<file path="src/m2ds_pkg.sv">
package m2ds_pkg;

  localparam int unsigned ChW          = 8;     // one color channel
  localparam int unsigned CfgW         = 12;    // in_width / in_height registers
  localparam int unsigned MaxWidthDef  = 2048;
  localparam int unsigned WidthRst     = 640;
  localparam int unsigned HeightRst    = 480;
  localparam int unsigned ApbAddrW     = 3;
  localparam int unsigned ApbDataW     = 32;
  localparam int unsigned DivThreeMul  = 683;   // 2^11 / 3, rounded up
  localparam int unsigned DivThreeSh   = 11;

  typedef enum logic {
    RegInWidth  = 1'b0,
    RegInHeight = 1'b1
  } reg_idx_e;

  // One pixel after masking: colors and masked count.
  typedef struct packed {
    logic [ChW-1:0] blue;
    logic [ChW-1:0] green;
    logic [ChW-1:0] red;
    logic           n;
  } pix_t;

  // Sum over a horizontal pair: one line buffer entry.
  typedef struct packed {
    logic [ChW:0] blue;
    logic [ChW:0] green;
    logic [ChW:0] red;
    logic [1:0]   n;
  } pair_sum_t;

  // Sum over a whole 2x2 block.
  typedef struct packed {
    logic [ChW+1:0] blue;
    logic [ChW+1:0] green;
    logic [ChW+1:0] red;
    logic [2:0]     n;
  } blk_sum_t;

  // Averaged output pixel.
  typedef struct packed {
    logic [ChW-1:0] blue;
    logic [ChW-1:0] green;
    logic [ChW-1:0] red;
    logic           mask;
  } avg_pix_t;

endpackage

</file>
<file path="src/m2ds_avg.sv">
module m2ds_avg (
  input  m2ds_pkg::blk_sum_t sum_i,
  output m2ds_pkg::avg_pix_t pix_o
);

  // Round to nearest: (sum + n/2) / n for n in 1..4.
  function automatic logic [m2ds_pkg::ChW-1:0] div_round(
    input logic [m2ds_pkg::ChW+1:0] s,
    input logic [2:0]               n
  );
    logic [m2ds_pkg::ChW+2:0] x;
    logic [20:0]              prod;
    logic [m2ds_pkg::ChW-1:0] q;
    x    = {1'b0, s} + (m2ds_pkg::ChW+3)'(n >> 1);
    prod = 21'(x) * 21'(m2ds_pkg::DivThreeMul);
    unique case (n)
      3'd1:    q = m2ds_pkg::ChW'(x);
      3'd2:    q = m2ds_pkg::ChW'(x >> 1);
      3'd3:    q = m2ds_pkg::ChW'(prod >> m2ds_pkg::DivThreeSh);
      3'd4:    q = m2ds_pkg::ChW'(x >> 2);
      default: q = '0;
    endcase
    return q;
  endfunction

  always_comb begin
    pix_o.red   = div_round(sum_i.red,   sum_i.n);
    pix_o.green = div_round(sum_i.green, sum_i.n);
    pix_o.blue  = div_round(sum_i.blue,  sum_i.n);
    pix_o.mask  = (sum_i.n != 3'd0);
  end

endmodule

</file>
<file path="config.mk">
export PLATFORM = sky130hd
export DESIGN_NAME = m2ds_avg
export DESIGN_NICKNAME = d
export VERILOG_FILES = /design/src/m2ds_pkg.sv /design/src/m2ds_avg.sv
export SDC_FILE = /design/constraint.sdc
export NUM_CORES = 1
export LEC_CHECK = 0
export ABC_AREA = 1
export ABC_CLOCK_PERIOD_IN_PS = 10400
export BUFFER_PORTS_ARGS = -buffer_cell sky130_fd_sc_hd__buf_2
export CAP_MARGIN = 20
export CORE_AREA = 3 3 144 146
export DETAILED_ROUTE_END_ITERATION = 7
export DIE_AREA = 0 0 147 149
export GPL_ROUTABILITY_DRIVEN = 0
export GPL_TIMING_DRIVEN = 0
export SYNTH_ARGS = -nofsm -noshare
export SYNTH_HDL_FRONTEND = slang
export SYNTH_SLANG_ARGS = --single-unit
</file>
<file path="constraint.sdc">
create_clock -name vclk -period 10.4
set_input_delay 1.56 -clock vclk [all_inputs]
set_output_delay 1.56 -clock vclk [all_outputs]
set_load 0.01 [all_outputs]
</file>
==> impl_metrics.json, run 1 <==
{
  "route.final.wire_length_um": 19200,
  "grt_max_degree": 11,
  "endpoint_kind": "output port",
  "place.detailed.hpwl_um": 17300,
  "critPathTopFamily": "adder cells",
  "drive_gt1_share_pct": 10.2,
  "syn_area_per_cell_um2": 6.94,
  "max-slew-margin-rel_pct": 49.3,
  "antenna-diode-count": 0,
  "syn_to_final_growth_pct": 8.38,
  "setup_viol": 0,
  "layout_min_cycle_time_ps": 8430,
  "ir_drop_uv": 186,
  "critPathBufInv": 9,
  "post-place-ws_ps": 1950,
  "first_iter_violations": 277,
  "cp_slowest_cell": "fa_1",
  "cts_hold_buffers": 0,
  "dpl_cell_area_um2": 8040,
  "ys_warn_count": 0,
  "rows": 51,
  "grt_pass1_wl_um": 32900,
  "holdCritPathClass": "input pin to output port",
  "setup_tns_ps": 0,
  "crit_arrival_ps": 6870,
  "critPathLaunchType": "input pin",
  "route.detailed.drc": 0,
  "synth_seq_area_share_pct": 0,
  "worst_slew_pin_slew_ps": 755,
  "cp_common_cell": "inv_1",
  "post_cts_resized": 0,
  "synthSimpleGateAreaFrac_pct": 25.1,
  "regArea_um2": 0,
  "finalNonFillerCells": 1392,
  "worst-path-stages": 25,
  "post_synth_num_cell_types": 43,
  "grt_pass1_vias": 6737,
  "start_util_pct": 38.0,
  "avgRoutedWirePerCell_um": 13.8,
  "grt.total_usage_pct": 18.0,
  "fin_nets": 1409,
  "dr.pass1.iters": 7,
  "cp-startpoint": "sum_i[1]",
  "synthMuxAreaShare_pct": 0,
  "synth-xor-area-share_pct": 2.56,
  "die-area_um2": 21900,
  "syn_area_um2": 7420,
  "die_w_um": 147,
  "synth_compound_area_share_pct": 10.2,
  "synth_top_family_by_area": "adder cells",
  "final_area_um2": 8040,
  "fin_crit_sh_pct": 81.1,
  "critPathMaxFanout": 6,
  "setup_slack_ps": 1970,
  "rsz0062_at_grt": "false",
  "status": "completed",
  "via_per_inst": 4.87,
  "vias": 6780,
  "final_util_pct": 41.2,
  "syn-num-nets": 1349,
  "slew_violations": 0,
  "p_leak_nw": 4.74,
  "synthCells": 1069,
  "drtAntennaViolNets": 0,
  "crit_end": "pix_o[13]",
  "worstPathRequired_ps": 8840,
  "grt_overflow": 0,
  "mostFrequentLayoutCell": "nand2_1",
  "drv_cap": 0,
  "max_freq_ghz": 0.119,
  "finalHoldViolations": 0,
  "ios": 58,
  "dp.cells": 1392,
  "path_class": "input pin to output port",
  "nClkBuffers": 0,
  "slowest_delay_ps": 530,
  "yosys.area_share.adder_pct": 49.3,
  "core-area_um2": 19500,
  "layout_common_cells": "nand2_1 (244), inv_1 (225), ha_1 (171)",
  "portBuffers": 58,
  "antenna_found_initial": 0,
  "power_density_nw_per_um2": 264,
  "post_cts_buffers": 0,
  "n_sequential_cell": 0,
  "fp.dieH_um": 149
}
==> Yosys cell counts <==
library cell,count,share of area [%]
xnor2_1,6,0.71
fa_1,76,21
a21oi_1,57,3.8
nor3_1,8,0.54
buf_2,5,0.34
a21o_2,1,0.12
xnor2_2,1,0.22
nand4_1,9,0.76
nor3_2,3,0.40
nor2_2,1,0.084
xor2_1,7,0.83
clkbuf_1,1,0.051
nor4_1,3,0.25
nand3_2,1,0.13
a221oi_1,3,0.35
nand2_1,244,12
xor2_4,1,0.37
nor2_4,2,0.30
nand2_2,9,0.76
nand3b_1,6,0.61
and2_1,1,0.084
o22ai_1,14,1.2
o21bai_1,6,0.61
xor2_2,2,0.44
a22oi_1,2,0.20
o221ai_1,1,0.12
nor2_1,63,3.2
buf_4,1,0.10
o21a_1,10,1.0
nand4_2,1,0.17
clkinv_1,1,0.051
nand2_4,3,0.46
inv_1,225,11
nor3_4,1,0.22
ha_1,171,29
o22ai_2,1,0.17
or2_2,4,0.34
nand3_1,66,4.5
o21ai_0,15,1.0
a21o_1,3,0.30
o21ai_2,3,0.35
inv_2,17,0.86
o21ai_1,14,0.94
==> layer usage <==
layer | global-route usage, % | up-vias | routed length [µm]
li1 | - | 3539 | -
met1 | 25.4 | 3139 | 9320
met2 | 32.3 | 92 | 9280
met3 | 0.577 | 10 | 478
met4 | 1.58 | 0 | 146
met5 | 0 | - | 0
==> how the worst min path moves through the flow <==
stage	from	end	depth (start not counted)
2_1_floorplan	sum_i[2]	pix_o[0]	2
3_3_place_gp	sum_i[0]	pix_o[0]	4
3_5_place_dp	sum_i[0]	pix_o[0]	4
6_report	sum_i[0]	pix_o[0]	4
5_1_grt	sum_i[0]	pix_o[0]	4
4_1_cts	sum_i[0]	pix_o[0]	4
==> report_power, final <==
group	leakage, nW	switching, mW	internal, mW
Clock	0	0	0
Combinational	4.74	1.33	0.792
Sequential	0	0	0
Total	4.74	1.33	0.792
==> cell type report <==
| type | instances | area [µm²] |
|---|---|---|
| buffer | 7 | 36.3 |
| fill | 2144 | 11500 |
| inverter | 243 | 912 |
| multi-input combinational | 819 | 6470 |
| tap | 265 | 332 |
| timing repair buffer | 58 | 290 |
==> per-stage QoR <==
step                      hold WS (ps)  total power, mW
after floorplan                   3250             1.62
after global placement            3550             2.09
after detailed placement          3550             2.11
after CTS                         3560             2.13
after global routing              3550             2.49
final                             3550             2.12
==> tightest hold or removal path: stages <==
cell,delay [ps]
buf_2,120
inv_2,60
nand3_1,110
buf_2,140
==> kinds of logic after synthesis <==
kind of cell,count (synthesis)
compound gates,130
xor+xnor,17
fa+ha+maj,247
buf+inv,250
simple gates,425
Note: power is estimated with default switching activity, not from simulation.
==> run 2, diff against run 1 <==
--- a/config.mk
+++ b/config.mk
@@ -5,13 +5,13 @@
 export SDC_FILE = /design/constraint.sdc
 export NUM_CORES = 1
 export LEC_CHECK = 0
-export ABC_AREA = 1
-export ABC_CLOCK_PERIOD_IN_PS = 10400
+export ABC_AREA = 0
+export ABC_CLOCK_PERIOD_IN_PS = 7210
 export BUFFER_PORTS_ARGS = -buffer_cell sky130_fd_sc_hd__buf_2
 export CAP_MARGIN = 20
-export CORE_AREA = 3 3 144 146
+export CORE_AREA = 3 3 137 139
 export DETAILED_ROUTE_END_ITERATION = 7
-export DIE_AREA = 0 0 147 149
+export DIE_AREA = 0 0 140 142
 export GPL_ROUTABILITY_DRIVEN = 0
 export GPL_TIMING_DRIVEN = 0
 export SYNTH_ARGS = -nofsm -noshare
==> constraint.sdc (replaced) <==
create_clock -name vclk -period 7.21
set_input_delay 1.0815 -clock vclk [all_inputs]
set_output_delay 1.0815 -clock vclk [all_outputs]
set_load 0.01 [all_outputs]
==> run 2 against run 1 <==
Via count down 11%. Cell count down 19%. Area after synthesis down 10%. Wire length up 0.18%.
==> impl_metrics.json, run 2 <==
{
  "status": "completed",
  "regArea_um2": 0,
  "grtUsageMet1_pct": 27.0,
  "synthCells": 779,
  "worstPathRequired_ps": 6130,
  "power.switching_mw": 2.10,
  "antenna_found_initial": 0,
  "max_freq_ghz": 0.140,
  "rsz0062_at_grt": "true",
  "fin_nets": 1180,
  "critPathLaunchType": "input pin",
  "via_per_inst": 5.33,
  "route.detailed.drc": 0,
  "fillCellCount": 1653,
  "rows": 49,
  "max-slew-margin-rel_pct": 51.0,
  "core-area_um2": 17800,
  "route.final.wire_length_um": 19300,
  "n_sequential_cell": 0,
  "dr.pass1.iters": 5,
  "setup_tns_ps": 0,
  "path_class": "input pin to output port",
  "antenna-diode-count": 0,
  "setup_slack_ps": 54.0,
  "yosysTopAreaCellShare_pct": 32.0,
  "dp.cells": 1065,
  "grt_max_degree": 14,
  "syn_area_per_cell_um2": 8.58,
  "finalHoldViolations": 0,
  "p_int_mw": 1.83,
  "post-synth-top-area-cell": "ha_1",
  "die_w_um": 140,
  "grt_pass1_vias": 6210,
  "multiInputGateArea_um2": 7340,
  "power.share.clock_pct": 0,
  "power_density_nw_per_um2": 433,
  "first_iter_violations": 244,
  "mostFrequentLayoutCell": "ha_1",
  "layout_common_cells": "ha_1 (125), inv_1 (124), fa_1 (73)",
  "worst_slew_pin_slew_ps": 735,
  "syn-num-nets": 1059,
  "die-area_um2": 19900,
  "portBuffers": 57,
  "crit_arrival_ps": 6070,
  "slew_violations": 0,
  "met3_usage_pct": 0.840,
  "drive_gt1_share_pct": 32.2,
  "grt.total_usage_pct": 19.1,
  "layout_min_cycle_time_ps": 7160,
  "grt-busiest-layer": "met2",
  "ios": 58,
  "holdCritPathClass": "input pin to output port",
  "nClkBuffers": 0,
  "place.detailed.hpwl_um": 15100,
  "p_leak_nw": 4.35,
  "final_util_pct": 51.2,
  "swShare_pct": 53.4,
  "critPathMaxFanout": 4,
  "syn_to_final_growth_pct": 36.2,
  "ys_warn_count": 0,
  "endpoint_kind": "output port",
  "finalNonFillerCells": 1127,
  "grt_pass1_wl_um": 31500,
  "pwr-share-seq_pct": 0,
  "drtAntennaViolNets": 0,
  "post_synth_num_cell_types": 70,
  "synth_seq_area_share_pct": 0,
  "setup_viol": 0,
  "fp.dieH_um": 142,
  "drv_cap": 0,
  "synth_common_cells": "ha_1 (171), inv_1 (139), fa_1 (76)",
  "grtUsageMet2_pct": 33.3,
  "pwr-share-comb_pct": 100.0,
  "grt_overflow": 0,
  "vias": 6012,
  "syn_area_um2": 6680,
  "ir_drop_uv": 362,
  "synth_area_leaders": "ha_1 (32%), fa_1 (23%), inv_1 (7.8%)",
  "post-place-ws_ps": -982,
  "start_util_pct": 37.6,
  "synth_most_common_cell": "ha_1",
  "fin_crit_sh_pct": 99.3,
  "avgRoutedWirePerCell_um": 17.1
}
## run 2: path summary, 6_finish.rpt
path | slack (ps) | from | to | cells past startpoint
max | 50 | sum_i[1] | pix_o[15] | 19
min | 2610 | sum_i[2] | pix_o[0] | 3
## run 2: cells by family after synthesis
| kind of cell | synth area share [%] |
|---|---|
| adder cells (fa/ha/maj) | 54.8 |
| AND/OR/NAND/NOR | 10.9 |
| buffers and inverters | 8.86 |
| XOR/XNOR | 8.11 |
| multiplexers | 0.468 |
| AO/OA/AOI/OAI | 16.8 |
## run 2: power by group through the flow
stage / Clock [mW] / Sequential (mW) / Combinational (mW)
after global placement: 0 / 0 / 2.83
after global routing: 0 / 0 / 4.39
after CTS: 0 / 0 / 3.50
final: 0 / 0 / 3.94
after floorplan: 0 / 0 / 2.21
after detailed placement: 0 / 0 / 2.85
## run 2: layout make-up
class	instances	share of cell area (%)
Multi-Input combinational cell	622	80.7
Buffer	13	0.577
Timing Repair Buffer	122	9.78
Inverter	141	5.82
Tap cell	229	3.15
## run 2: layer usage
metal | share of wire (%) | up-vias
li1 | - | 2935
met1 | 46 | 2916
met2 | 48 | 136
met3 | 3.5 | 25
met4 | 2.0 | 0
met5 | 0 | -
## run 2: timing repair
item | in CTS | in global routing
hold buffers | 0 | 0
gates cloned | 0 | 0
setup endpoints to repair | 24 | 23
gates resized for setup | 153 | 70
pin swaps | 70 | 58
buffers inserted | 35 | 30
## run 2: worst max-delay path, cell delays in order
cell	delay, ps
buf_12	120
ha_4	160
fa_2	360
and4_4	170
nand2_1	160
xnor2_4	190
ha_1	320
fa_1	540
fa_1	470
fa_1	500
ha_1	310
ha_1	260
a21o_1	220
a21o_1	210
a21o_1	180
a31oi_1	180
xnor2_1	140
a221o_1	350
buf_2	150
## run 2: per-stage QoR
stage | area (µm²) | hold WS [ps] | power (mW)
floorplan | 6680 | 2280 | 2.21
global placement | 7250 | 2790 | 2.83
detailed placement | 7250 | 2790 | 2.85
CTS | 8540 | 2630 | 3.50
global route | 9100 | 2650 | 4.39
finish | 9100 | 2610 | 3.94
